[config.mk]
export PLATFORM = sky130hd
export DESIGN_NAME = tcrd_queue
export DESIGN_NICKNAME = d
export VERILOG_FILES = /design/src/design/tcrd_pkg.sv /design/src/design/tcrd_queue.sv
export SDC_FILE = /design/constraint.sdc
export NUM_CORES = 1
export LEC_CHECK = 0
export BUFFER_PORTS_ARGS = -buffer_cell sky130_fd_sc_hd__buf_2
export CAP_MARGIN = 15
export CORE_MARGIN = 2
export CORE_UTILIZATION = 45
export CTS_CLUSTER_SIZE = 8
export DETAILED_ROUTE_END_ITERATION = 6
export PLACE_DENSITY = 0.62
export SYNTH_ARGS = -nofsm -noshare
export SYNTH_HDL_FRONTEND = slang
export SYNTH_SLANG_ARGS = --single-unit
[constraint.sdc]
create_clock -name clk -period 2.85 [get_ports clk]
set_input_delay 0.285 -clock clk [delete_from_list [all_inputs] [get_ports clk]]
set_output_delay 0.285 -clock clk [all_outputs]
set_load 0.005 [all_outputs]
[src/design/tcrd_pkg.sv]
// Shared types, codes and default sizes for the card record deframer.
// Used by every module of the block; depends on nothing.
package tcrd_pkg;

  // Default sizes of the card store.
  localparam int CARD_SLOTS_DEF      = 16;
  localparam int NAME_BYTES_DEF      = 32;
  localparam int LAST_FOUR_BYTES_DEF = 5;
  localparam int PAN_BYTES_DEF       = 64;
  localparam int CVV_BYTES_DEF       = 16;
  localparam int EXPIRY_BYTES_DEF    = 16;

  // Fixed widths of command fields, the staging size and the queue depth.
  localparam int SLOT_W      = 6;
  localparam int CARDS_W     = 7;
  localparam int STAGE_BYTES = 64;
  localparam int QDEPTH      = 4;

  // Input actions.
  localparam logic [1:0] ACT_BYTE = 2'd0;
  localparam logic [1:0] ACT_SYNC = 2'd1;
  localparam logic [1:0] ACT_READ = 2'd2;

  // Packet flags.
  localparam logic [7:0] FLAG_CLEAR     = 8'h01;
  localparam logic [7:0] FLAG_STOP      = 8'h02;
  localparam logic [7:0] FLAG_LAST_FOUR = 8'h03;
  localparam logic [7:0] FLAG_FIRST     = 8'h04;
  localparam logic [7:0] FLAG_LAST      = 8'h05;
  localparam logic [7:0] FLAG_PAN_A     = 8'h06;
  localparam logic [7:0] FLAG_PAN_B     = 8'h07;
  localparam logic [7:0] FLAG_CVV_A     = 8'h08;
  localparam logic [7:0] FLAG_CVV_B     = 8'h09;
  localparam logic [7:0] FLAG_EXP_A     = 8'h0A;
  localparam logic [7:0] FLAG_EXP_B     = 8'h0B;

  // Field codes, in the order of field_select.
  localparam logic [2:0] FLD_FIRST     = 3'd0;
  localparam logic [2:0] FLD_LAST      = 3'd1;
  localparam logic [2:0] FLD_LAST_FOUR = 3'd2;
  localparam logic [2:0] FLD_PAN       = 3'd3;
  localparam logic [2:0] FLD_CVV       = 3'd4;
  localparam logic [2:0] FLD_EXPIRY    = 3'd5;
  localparam int         FIELDS        = 6;

  typedef enum logic [1:0] {
    PH_FLAG, PH_LEN, PH_DATA, PH_CHK
  } phase_t;

  typedef enum logic [2:0] {
    OP_NONE, OP_STAGE, OP_CLEAR, OP_MARK, OP_WRITE, OP_READ
  } op_t;

  typedef enum logic [3:0] {
    B_IDLE, B_DISP, B_CLR, B_LRD, B_LWT, B_CPR, B_CPW, B_RD1, B_RD2, B_EMIT
  } bstate_t;

  // One command from the parser to the store engine, with its status.
  typedef struct packed {
    op_t                 op;
    logic                append;
    logic [2:0]          field;
    logic [SLOT_W-1:0]   slot;
    logic [7:0]          plen;
    logic [7:0]          data;
    logic [5:0]          addr;
    logic [3:0]          card_sel;
    logic                done;
    logic                good;
    logic [7:0]          kind;
    logic [CARDS_W-1:0]  cards;
    logic                full;
  } cmd_t;

  // One result item.
  typedef struct packed {
    logic [7:0]  read_byte;
    logic [6:0]  read_length;
    logic        read_card_valid;
    logic        packet_done;
    logic        checksum_good;
    logic [7:0]  packet_kind;
    logic [4:0]  cards_filled;
    logic        store_full;
  } rslt_t;

endpackage

[src/design/tcrd_queue.sv]
// Short command queue between the parser and the store engine.
// Depends on tcrd_pkg.
module tcrd_queue (
  input  logic            clk,
  input  logic            rst,
  input  logic            push,
  input  tcrd_pkg::cmd_t  wdata,
  output logic            full,
  input  logic            pop,
  output logic            empty,
  output tcrd_pkg::cmd_t  rdata
);
  import tcrd_pkg::*;

  localparam int PW = $clog2(QDEPTH);

  cmd_t          slots [QDEPTH];
  logic [PW-1:0] wptr, rptr;
  logic [PW:0]   count;

  assign full  = (count == (PW+1)'(QDEPTH));
  assign empty = (count == '0);
  assign rdata = slots[rptr];

  // Storage.
  always_ff @(posedge clk) begin
    if (push) slots[wptr] <= wdata;
  end

  // Pointers and fill count.
  always_ff @(posedge clk) begin
    if (rst) begin
      wptr  <= '0;
      rptr  <= '0;
      count <= '0;
    end else begin
      if (push) wptr <= wptr + PW'(1);
      if (pop)  rptr <= rptr + PW'(1);
      count <= count + (PW+1)'(push) - (PW+1)'(pop);
    end
  end

endmodule

==> impl_metrics.csv <==
group,metric,value,unit
finish,nFillCells,1388,
logic_synthesis,yosysWarningCount,0,
global_route,grt_pass1_wl,24.11,mm
cts,hold_buffers,33,
logic_synthesis,synth_top_family_by_area,"multiplexers",
cts,cts-root-buf,"clkbuf_16",
run,maxCapViolCount,0,
pwr,p_per_area,765.5,mW/mm2
critical_path,critPathTopFamily,"multiplexers",
logic_synthesis,synth_mux_area_frac,0.1494,
outcome,outcome,"complete, no violations",
logic_synthesis,synth_flop_cell,"edfxtp_1",
global_route,track_usage,0.1586,
drt,drt_drc_violations_left,0,
cts,post_cts_buffers,0,
finish,antenna-diode-count,0,
drt,postRouteAntennaNets,0,
logic_synthesis,synth-xor-area-share,0.004769,
critical_path,worst_setup_path_start_kind,"flop",
drt,vias,4008,
drt,post_drt_wl_per_cell,20.18,um
logic_synthesis,async_flop_share,0,
logic_synthesis,yosys-top-cells-count,"228 x edfxtp_1, 57 x mux4_2, 9 x dfxtp_1",
cts,clk_pin_slew,0.05,ns
die,core,0.01877,mm2
die,dieHeight,142.7,um
global_route,antenna_found_initial,0,
sta,rsz0062_at_grt,"false",
worst_hold_path,min_path_type,"input pin to flop",
die,initial_core_util,0.4613,
sta,slew_violations,0,
sta,fmax,429.5,MHz
cts,htree_levels,2,
logic_synthesis,synthTopCellsByArea,"edfxtp_1 79%, mux4_2 15%, dfxtp_1 2.1%",
logic_synthesis,yosysMostFrequentCell,"edfxtp_1",
critical_path,cp_max_fo,15,
global_route,first_global_vias,4470,
logic_synthesis,synth_top_area_frac,0.7909,
cts,clockBufferDepth,3,
logic_synthesis,synth.avg_cell_area,25.54,um2
logic_synthesis,synth_fa_ha_area_frac,0.01098,
logic_synthesis,synth_edf_count,228,
logic_synthesis,yosysUniqueCellTypes,21,
placed_design,portBuffers,119,
critical_path,crit_path_end_kind,"primary output",
pwr,p_leak,3.733,nW
logic_synthesis,ys_ff_latch,237,
critical_path,crit_buf_inv,2,
logic_synthesis,synth-compound-area-share,0.001734,
placed_design,dpl.hpwl,8.671,mm
critical_path,slowest_stage,"mux4_2",
cts,tritoncts,"done",
global_route,grt_max_degree,58,
finish,final_cells,766,
die,die_w,142.7,um
drt,wirelength,15.46,mm
die,num_rows,50,
sta,fin_skew,0.007448,ns
logic_synthesis,syn_nets,407,
finish,drive_above_1_share,0.4305,
cts,cts_buffers,35,
drt,drt-initial-drc-count,192,
critical_path,crit_required,2.57,ns
critical_path,critical_path_class,"flop to primary output",
logic_synthesis,seq_area_frac_synth,0.8117,
sta,slew_headroom,0.3751,
sta,setup_violations,0,
sta,period_needed,2.328,ns
drt,post_drt_via_cell_ratio,5.232,
cts,post_cts_resized,0,
placed_design,dp_cells,687,
finish,nNetsFinal,593,
logic_synthesis,yosysTopAreaCell,"edfxtp_1",
sta,setup-tns-final,0,ns
global_route,overflow,0,
die,ioPinCount,120,
critical_path,critPathMaxStageDelay,0.58,ns
sta,max_slew.worst_pin.slew,0.9373,ns
drt,dr.pass1.iters,4,
die,dieArea,0.02036,mm2
pwr,ir_drop,527.1,uV
sta,fin_crit_sh,0.8169,
logic_synthesis,syn_inst,339,
logic_synthesis,synth-simple-area-share,0.008672,
placed_design,place_congestion,0.6912,
critical_path,cp.arrival,2.04,ns
critical_path,cp_cell_sequence,"buf_4 -> mux4_2 -> buf_2",
cts,clock_latency,0.49,ns
cts,clock_sinks,237,
logic_synthesis,netlist_area,0.008657,mm2
finish,areaGrowthSynthToFinish,25.09,%
sta,hold_viol_final,0,
[worst reg2reg max path, cell delays in order (launching register included)]
cell,delay [ns]
dfxtp_1,0.40
ha_1,0.20
and2_4,0.76
[layout make-up]
| type | instances | area (um2) | share of cell area |
|---|---|---|---|
| Inverter | 6 | 22.52 | 0.002080 |
| Clock buffer | 40 | 894.6 | 0.08261 |
| Timing Repair Buffer | 161 | 1023 | 0.09451 |
| Tap cell | 234 | 292.8 | 0.02704 |
| Clock inverter | 4 | 31.28 | 0.002889 |
| Sequential cell | 237 | 7034 | 0.6496 |
| Multi-Input combinational cell | 84 | 1530 | 0.1413 |
[power by group]
part	total [mW]	leakage [nW]	internal, mW	switching [mW]
logic	0.709	1.11	0.382	0.327
registers	4.08	2.17	4.02	0.0629
clock network	3.50	0.455	2.19	1.31
[state kept, by name (all words and copies together) (netlist names), named ones only]
| signal | flops |
|---|---|
| rptr | 2 |
| wptr | 2 |
| count | 3 |
| slots | 228 |
[through the flow]
| stage | setup slack, ns | hold WS [ns] | instance area, um2 | power, mW | util |
|---|---|---|---|---|---|
| CTS | 0.4521 | 0.00007144 | 10810 | 8.405 | 0.5759 |
| global route | 0.3899 | 0.0009825 | 10830 | 8.625 | 0.5770 |
| detailed placement | 0.9912 | 0.5016 | 9553 | 4.831 | 0.5090 |
| global placement | 1.000 | 0.4943 | 9553 | 4.810 | 0.5090 |
| floorplan | 0.5382 | 0.3566 | 8657 | 4.525 | - |
| finish | 0.5219 | 0.01241 | 10830 | 8.290 | 0.5770 |
[layer usage]
metal / routed length (um) / vias to the layer above / GRT usage
met2: 7715 / 129 / 0.2624
met5: 0 / - / 0
li1: - / 1802 / -
met1: 6478 / 2056 / 0.2041
met4: 212 / 0 / 0.04325
met3: 1053 / 21 / 0.05164
[layout by cell type, fill, tap and decap left out, types with 2 or more instances in the layout]
cell,Yosys,layout
buf_2,4,119
dlygate4sd3_1,0,35
clkbuf_16,0,35
xnor2_1,2,2
dfxtp_4,0,2
buf_12,0,2
inv_1,6,6
buf_4,2,5
mux4_2,57,57
ha_1,6,6
and2_4,0,4
dfxtp_1,9,7
inv_6,0,3
clkbuf_1,2,5
nor2_1,5,5
nor2b_1,2,2
edfxtp_1,228,228
[kinds of logic (layout without fill, tap and decap cells)]
family	count (synthesis)	after routing
compound gates	2	2
xor+xnor	3	3
fa+ha+maj	7	7
buf+inv	18	211
flops	237	237
mux	58	58
simple gates	14	14
[final timing paths]
kind | end | from | cells after the start | slack, ns
worst max-delay path | rdata[12] | flop | 3 | 0.52
worst min-delay path | slots[3][45]$_DFFE_PP_ | wdata[45] | 1 | 0.01
worst max register to register | slots[1][38]$_DFFE_PP_ | wptr[0]$_SDFFE_PP0P_ | 2 | 1.08
worst min register to register | flop | rptr[0]$_SDFFE_PP0P_ | 2 | 0.53
No activity file was read; power rests on OpenSTA's default activity.
