File: src/design/tcrd_pkg.sv
// Shared types, codes and default sizes for the card record deframer.
// Used by every module of the block; depends on nothing.
package tcrd_pkg;

  // Default sizes of the card store.
  localparam int CARD_SLOTS_DEF      = 16;
  localparam int NAME_BYTES_DEF      = 32;
  localparam int LAST_FOUR_BYTES_DEF = 5;
  localparam int PAN_BYTES_DEF       = 64;
  localparam int CVV_BYTES_DEF       = 16;
  localparam int EXPIRY_BYTES_DEF    = 16;

  // Fixed widths of command fields, the staging size and the queue depth.
  localparam int SLOT_W      = 6;
  localparam int CARDS_W     = 7;
  localparam int STAGE_BYTES = 64;
  localparam int QDEPTH      = 4;

  // Input actions.
  localparam logic [1:0] ACT_BYTE = 2'd0;
  localparam logic [1:0] ACT_SYNC = 2'd1;
  localparam logic [1:0] ACT_READ = 2'd2;

  // Packet flags.
  localparam logic [7:0] FLAG_CLEAR     = 8'h01;
  localparam logic [7:0] FLAG_STOP      = 8'h02;
  localparam logic [7:0] FLAG_LAST_FOUR = 8'h03;
  localparam logic [7:0] FLAG_FIRST     = 8'h04;
  localparam logic [7:0] FLAG_LAST      = 8'h05;
  localparam logic [7:0] FLAG_PAN_A     = 8'h06;
  localparam logic [7:0] FLAG_PAN_B     = 8'h07;
  localparam logic [7:0] FLAG_CVV_A     = 8'h08;
  localparam logic [7:0] FLAG_CVV_B     = 8'h09;
  localparam logic [7:0] FLAG_EXP_A     = 8'h0A;
  localparam logic [7:0] FLAG_EXP_B     = 8'h0B;

  // Field codes, in the order of field_select.
  localparam logic [2:0] FLD_FIRST     = 3'd0;
  localparam logic [2:0] FLD_LAST      = 3'd1;
  localparam logic [2:0] FLD_LAST_FOUR = 3'd2;
  localparam logic [2:0] FLD_PAN       = 3'd3;
  localparam logic [2:0] FLD_CVV       = 3'd4;
  localparam logic [2:0] FLD_EXPIRY    = 3'd5;
  localparam int         FIELDS        = 6;

  typedef enum logic [1:0] {
    PH_FLAG, PH_LEN, PH_DATA, PH_CHK
  } phase_t;

  typedef enum logic [2:0] {
    OP_NONE, OP_STAGE, OP_CLEAR, OP_MARK, OP_WRITE, OP_READ
  } op_t;

  typedef enum logic [3:0] {
    B_IDLE, B_DISP, B_CLR, B_LRD, B_LWT, B_CPR, B_CPW, B_RD1, B_RD2, B_EMIT
  } bstate_t;

  // One command from the parser to the store engine, with its status.
  typedef struct packed {
    op_t                 op;
    logic                append;
    logic [2:0]          field;
    logic [SLOT_W-1:0]   slot;
    logic [7:0]          plen;
    logic [7:0]          data;
    logic [5:0]          addr;
    logic [3:0]          card_sel;
    logic                done;
    logic                good;
    logic [7:0]          kind;
    logic [CARDS_W-1:0]  cards;
    logic                full;
  } cmd_t;

  // One result item.
  typedef struct packed {
    logic [7:0]  read_byte;
    logic [6:0]  read_length;
    logic        read_card_valid;
    logic        packet_done;
    logic        checksum_good;
    logic [7:0]  packet_kind;
    logic [4:0]  cards_filled;
    logic        store_full;
  } rslt_t;

endpackage

File: src/design/tcrd_front.sv
// Parser front end: accepts input items, tracks the packet framing and
// turns each item into one store command. Depends on tcrd_pkg.
module tcrd_front #(
  parameter int CARD_SLOTS = tcrd_pkg::CARD_SLOTS_DEF
) (
  input  logic              clk,
  input  logic              rst,
  input  logic              take,
  input  logic [1:0]        action,
  input  logic [7:0]        rx_byte,
  input  logic [3:0]        card_select,
  input  logic [2:0]        field_select,
  input  logic [5:0]        byte_offset,
  output tcrd_pkg::cmd_t    cmd
);
  import tcrd_pkg::*;

  localparam int CIW = $clog2(CARD_SLOTS + 1);

  phase_t         phase, phase_next;
  logic [7:0]     flag, flag_next;
  logic [7:0]     plen, plen_next;
  logic [7:0]     cnt, cnt_next;
  logic [7:0]     xsum, xsum_next;
  logic [CIW-1:0] card_index, card_index_next;
  logic           ci_full;

  assign ci_full = (32'(card_index) >= CARD_SLOTS);

  // Framing state.
  always_ff @(posedge clk) begin
    if (rst) begin
      phase      <= PH_FLAG;
      flag       <= '0;
      plen       <= '0;
      cnt        <= '0;
      xsum       <= '0;
      card_index <= '0;
    end else if (take) begin
      phase      <= phase_next;
      flag       <= flag_next;
      plen       <= plen_next;
      cnt        <= cnt_next;
      xsum       <= xsum_next;
      card_index <= card_index_next;
    end
  end

  // Next framing state and the command for this item.
  always_comb begin
    phase_next      = phase;
    flag_next       = flag;
    plen_next       = plen;
    cnt_next        = cnt;
    xsum_next       = xsum;
    card_index_next = card_index;
    cmd             = '0;
    cmd.op          = OP_NONE;
    cmd.slot        = SLOT_W'(card_index);
    cmd.plen        = plen;
    unique case (action)
      ACT_BYTE: begin
        if (!ci_full) begin
          unique case (phase)
            PH_FLAG: begin
              flag_next  = rx_byte;
              xsum_next  = rx_byte;
              phase_next = PH_LEN;
            end
            PH_LEN: begin
              plen_next  = rx_byte;
              xsum_next  = xsum ^ rx_byte;
              cnt_next   = '0;
              phase_next = (rx_byte == 8'd0) ? PH_CHK : PH_DATA;
            end
            PH_DATA: begin
              if (cnt < 8'(STAGE_BYTES)) begin
                cmd.op   = OP_STAGE;
                cmd.addr = cnt[5:0];
                cmd.data = rx_byte;
              end
              xsum_next = xsum ^ rx_byte;
              cnt_next  = cnt + 8'd1;
              if (cnt + 8'd1 >= plen) phase_next = PH_CHK;
            end
            PH_CHK: begin
              cmd.done   = 1'b1;
              cmd.kind   = flag;
              cmd.good   = (xsum == rx_byte);
              phase_next = PH_FLAG;
              if (xsum == rx_byte) begin
                unique case (flag) inside
                  FLAG_CLEAR: cmd.op = OP_CLEAR;
                  FLAG_STOP: begin
                    cmd.op          = OP_MARK;
                    card_index_next = card_index + CIW'(1);
                  end
                  FLAG_LAST_FOUR: begin
                    cmd.op    = OP_WRITE;
                    cmd.field = FLD_LAST_FOUR;
                  end
                  FLAG_FIRST: begin
                    cmd.op    = OP_WRITE;
                    cmd.field = FLD_FIRST;
                  end
                  FLAG_LAST: begin
                    cmd.op    = OP_WRITE;
                    cmd.field = FLD_LAST;
                  end
                  FLAG_PAN_A, FLAG_PAN_B: begin
                    cmd.op     = OP_WRITE;
                    cmd.append = 1'b1;
                    cmd.field  = FLD_PAN;
                  end
                  FLAG_CVV_A, FLAG_CVV_B: begin
                    cmd.op     = OP_WRITE;
                    cmd.append = 1'b1;
                    cmd.field  = FLD_CVV;
                  end
                  FLAG_EXP_A, FLAG_EXP_B: begin
                    cmd.op     = OP_WRITE;
                    cmd.append = 1'b1;
                    cmd.field  = FLD_EXPIRY;
                  end
                  default: cmd.op = OP_NONE;
                endcase
              end
            end
            default: phase_next = PH_FLAG;
          endcase
        end
      end
      ACT_SYNC: begin
        phase_next      = PH_FLAG;
        card_index_next = '0;
        cnt_next        = '0;
        xsum_next       = '0;
      end
      ACT_READ: begin
        cmd.op       = OP_READ;
        cmd.card_sel = card_select;
        cmd.field    = field_select;
        cmd.addr     = byte_offset;
      end
      default: cmd.op = OP_NONE;
    endcase
    cmd.cards = CARDS_W'(card_index_next);
    cmd.full  = (32'(card_index_next) >= CARD_SLOTS);
  end

endmodule

File: config.mk
export PLATFORM = sky130hd
export DESIGN_NAME = tcrd_front
export DESIGN_NICKNAME = d
export VERILOG_FILES = /design/src/design/tcrd_pkg.sv /design/src/design/tcrd_front.sv
export SDC_FILE = /design/constraint.sdc
export NUM_CORES = 1
export LEC_CHECK = 0
export BUFFER_PORTS_ARGS = -buffer_cell sky130_fd_sc_hd__buf_4
export CAP_MARGIN = 20
export CORE_MARGIN = 3
export CORE_UTILIZATION = 50
export CTS_BUF_LIST = sky130_fd_sc_hd__clkbuf_4
export CTS_CLUSTER_DIAMETER = 120
export DETAILED_ROUTE_END_ITERATION = 7
export GPL_ROUTABILITY_DRIVEN = 0
export GPL_TIMING_DRIVEN = 0
export PLACE_DENSITY = 0.77
export SLEW_MARGIN = 5
export SYNTH_ARGS = -nofsm -noshare
export SYNTH_HDL_FRONTEND = slang
export SYNTH_SLANG_ARGS = --single-unit
File: constraint.sdc
create_clock -name clk -period 2.6 [get_ports clk]
set_input_delay 0.26 -clock clk [delete_from_list [all_inputs] [get_ports clk]]
set_output_delay 0.26 -clock clk [all_outputs]
set_load 0.01 [all_outputs]
==> flow_summary.toml <==
[power]
power_density_nw_per_um2 = 362
vdd_drop_max_v = 0.000442
power.leakage_uw = 0.00178

[flow_run]
cap_violations = 0

[setup_path]
crit_chain = "ha_4 -> nand3_2 -> nor4_1 -> nand3b_1 -> a21oi_1 -> buf_4"
slowest_stage = "nor4_1"
r2r-end = "phase[0]"
crit_start = "phase[0]"
cp-endpoint = "cmd[52]"
r2r_start = "cnt[1]"
cp_max_fo = 10
arrival_ns = 2.25
reg2regPathDepth = 9
critPathKind = "flop to output port"
crit_required_ns = 2.34
regToRegSetupSlack_ns = 0.13
crit_path_end_kind = "output port"
startpoint_type = "flop"
slowest_delay_ns = 0.56

[cts]
cts_hold_buf = 0
worstSkewPairLatency_ns = 0.36
cts_made_buffers = 5
clock_tree.root_cell = "clkbuf_4"
cts_tree = "done"
cts_max_level = 2
path_clk_slew_ns = 0.13
cts_max_path_buffers = 2
cts_sinks = 39

[floorplan]
core_area_um2 = 5570
ios = 83
fp.dieH_um = 82.5
rows = 27
die_w_um = 82.5
initial_core_util_pct = 52.5
dieArea_um2 = 6810

[sta]
finalSetupViolations = 0
period_minus_slack_ns = 2.51
hold_viol = 0
fmax_mhz = 398
post-route-period-util_pct = 96.6
slew_headroom_pct = 56.7
drv_slew = 0
setup_ws_ns = 0.0875
finClkSkew_ns = 0.00559
max_slew.worst_pin.slew_ns = 0.649
tns_ns = 0

[place]
port_buffers = 76
dp_hpwl_um = 6200
place_ws_ns = -0.102
post-place-cells = 523

[layout]
stdcell_count = 538
nFillCells = 469
layout-drive-gt1-share_pct = 26.2
final_core_util_pct = 68.8
nNetsFinal = 506
seq_area_um2 = 786
multi_input_area_um2 = 2060
diodes = 0
areaGrowthSynthToFinish_pct = 30.9

[detailed_routing]
drc = 0
drt_pass1_iterations = 4
drt_iter0_markers = 139
routed_via_density = 5.67
ant_nets = 0
num_vias = 3049
finalWirelength_um = 8610
wl_per_cell_um = 16.0

[worst_hold_path]
min_path_type = "input port to flop"

[synthesis]
ys.flop_type = "dfxtp_1"
yosys_warnings = 0
syn-instance-count = 373
avgSynthCellArea_um2 = 7.85
synth_top_cell_by_area = "dfxtp_1"
synthTopCellsByArea = "dfxtp_1, mux2i_1, ha_1, nor2_1, nand2_1"
netlist_area_um2 = 2930
synthArstFlopShare_pct = 0
yosysMostFrequentCell = "nor2_1"
ys_seq_area_share_pct = 26.7
ys_seq_elements = 39
netlist_top_cells_count = "nor2_1, dfxtp_1, nand2_1"
synth_top_area_share_pct = 26.7
synth-edff-count = 0
synth_cell_types = 53

[global_route]
grt-ovfl-total = 0
grt_max_degree = 14
grt_use_total_pct = 24.8
grt_pass1_vias = 2714
grt_pass1_wl_um = 13100
antenna_found_initial = 0

[run_status]
status = "completed"
-- where the power goes --
group | total (uW) | switching, uW | internal (uW)
Clock | 527 | 229 | 299
Sequential | 628 | 17.8 | 611
Combinational | 233 | 130 | 103
-- registers in the layout, indices dropped and copies added (netlist names) --
register	count
cnt	8
plen	8
flag	8
phase	2
xsum	8
card_index	5
-- critical path, delay by kind of cell, from the launching register on --
family / cells / cell delay [ns]
DFF: 1 / 0.47
and+or+nand+nor: 3 / 0.88
adders and majority gates: 1 / 0.23
AOI/OAI and AO/OA: 1 / 0.17
buffers and inverters: 1 / 0.14
-- logic make-up (layout without fill, tap and decap cells) --
| logic type | after synthesis | after routing | share of synthesized area (%) |
|---|---|---|---|
| and+or+nand+nor | 163 | 163 | 28.8 |
| AOI/OAI and AO/OA | 74 | 74 | 18.3 |
| DFF | 39 | 39 | 26.7 |
| buffers and inverters | 39 | 130 | 5.94 |
| muxes | 26 | 26 | 8.93 |
| xor gates and xnor gates | 16 | 16 | 4.78 |
| adders and majority gates | 15 | 15 | 6.41 |
| other | 1 | 3 | 0.128 |
-- worst min-delay path by stage --
| stage | from | endpoint | slack (ns) | cells past startpoint |
|---|---|---|---|---|
| after floorplan | rx_byte[0] | flag[0] | 0.40 | 2 |
| after global placement | plen[2] | plen[2] | 0.51 | 2 |
| after detailed placement | plen[1] | plen[1] | 0.52 | 2 |
| after CTS | rx_byte[5] | plen[5] | 0.19 | 3 |
| after global routing | rx_byte[6] | plen[6] | 0.21 | 3 |
| final | rx_byte[1] | flag[1] | 0.20 | 3 |
-- per-stage QoR --
step | area [um2] | total power, uW | hold WS [ns]
5_1_grt | 3830 | 1430 | 0.213
3_5_place_dp | 3600 | 863 | 0.519
3_3_place_gp | 3600 | 857 | 0.508
2_1_floorplan | 2940 | 772 | 0.404
4_1_cts | 3730 | 1380 | 0.188
6_report | 3830 | 1390 | 0.197
-- cells in the final DEF, fill, tap and decap left out, drive strengths merged, types with 2 or more instances in the layout --
master  instances
a22oi           8
nand3b          4
nor2b           7
a22o            7
bufinv          2
a21o            7
a221oi          8
nand3          11
nand2          36
buf            93
or3             2
xor2            6
a31oi           3
inv            13
and2           13
nor3            8
and3           12
nand2b          7
nor4b           3
o21ai          10
xnor2          10
ha             15
nor4            6
clkbuf         21
o211ai          2
conb            3
mux2i          25
a21oi           9
o21ba           2
a211oi         11
dfxtp          39
nor2           49
-- cell type report --
class,count,area share (%)
inverter,13,1.27
timing repair buffer,83,16.2
tap,72,2.35
sequential,39,20.5
clock inverter,3,1.76
multi-input combinational,297,53.6
clock buffer,5,0.979
buffer,26,3.30
-- repair_timing --
| action | in CTS | in global routing |
|---|---|---|
| setup endpoints to repair | 12 | 21 |
| setup buffers | 0 | 7 |
| pin swaps | 0 | 4 |
| resized for setup | 6 | 12 |
| hold endpoints to repair | 0 | 0 |
-- layer usage --
layer  wire length, um  GRT usage [%]  vias up  part of all wire (%)
li1                  -              -     1508                     -
met1              3990           33.9     1431                    46
met2              3940           39.8      103                    46
met3               577           3.69        7                   6.7
met4                97           8.01        0                   1.1
met5                 0              0        -                     0
(Power assumes the default switching activity.)
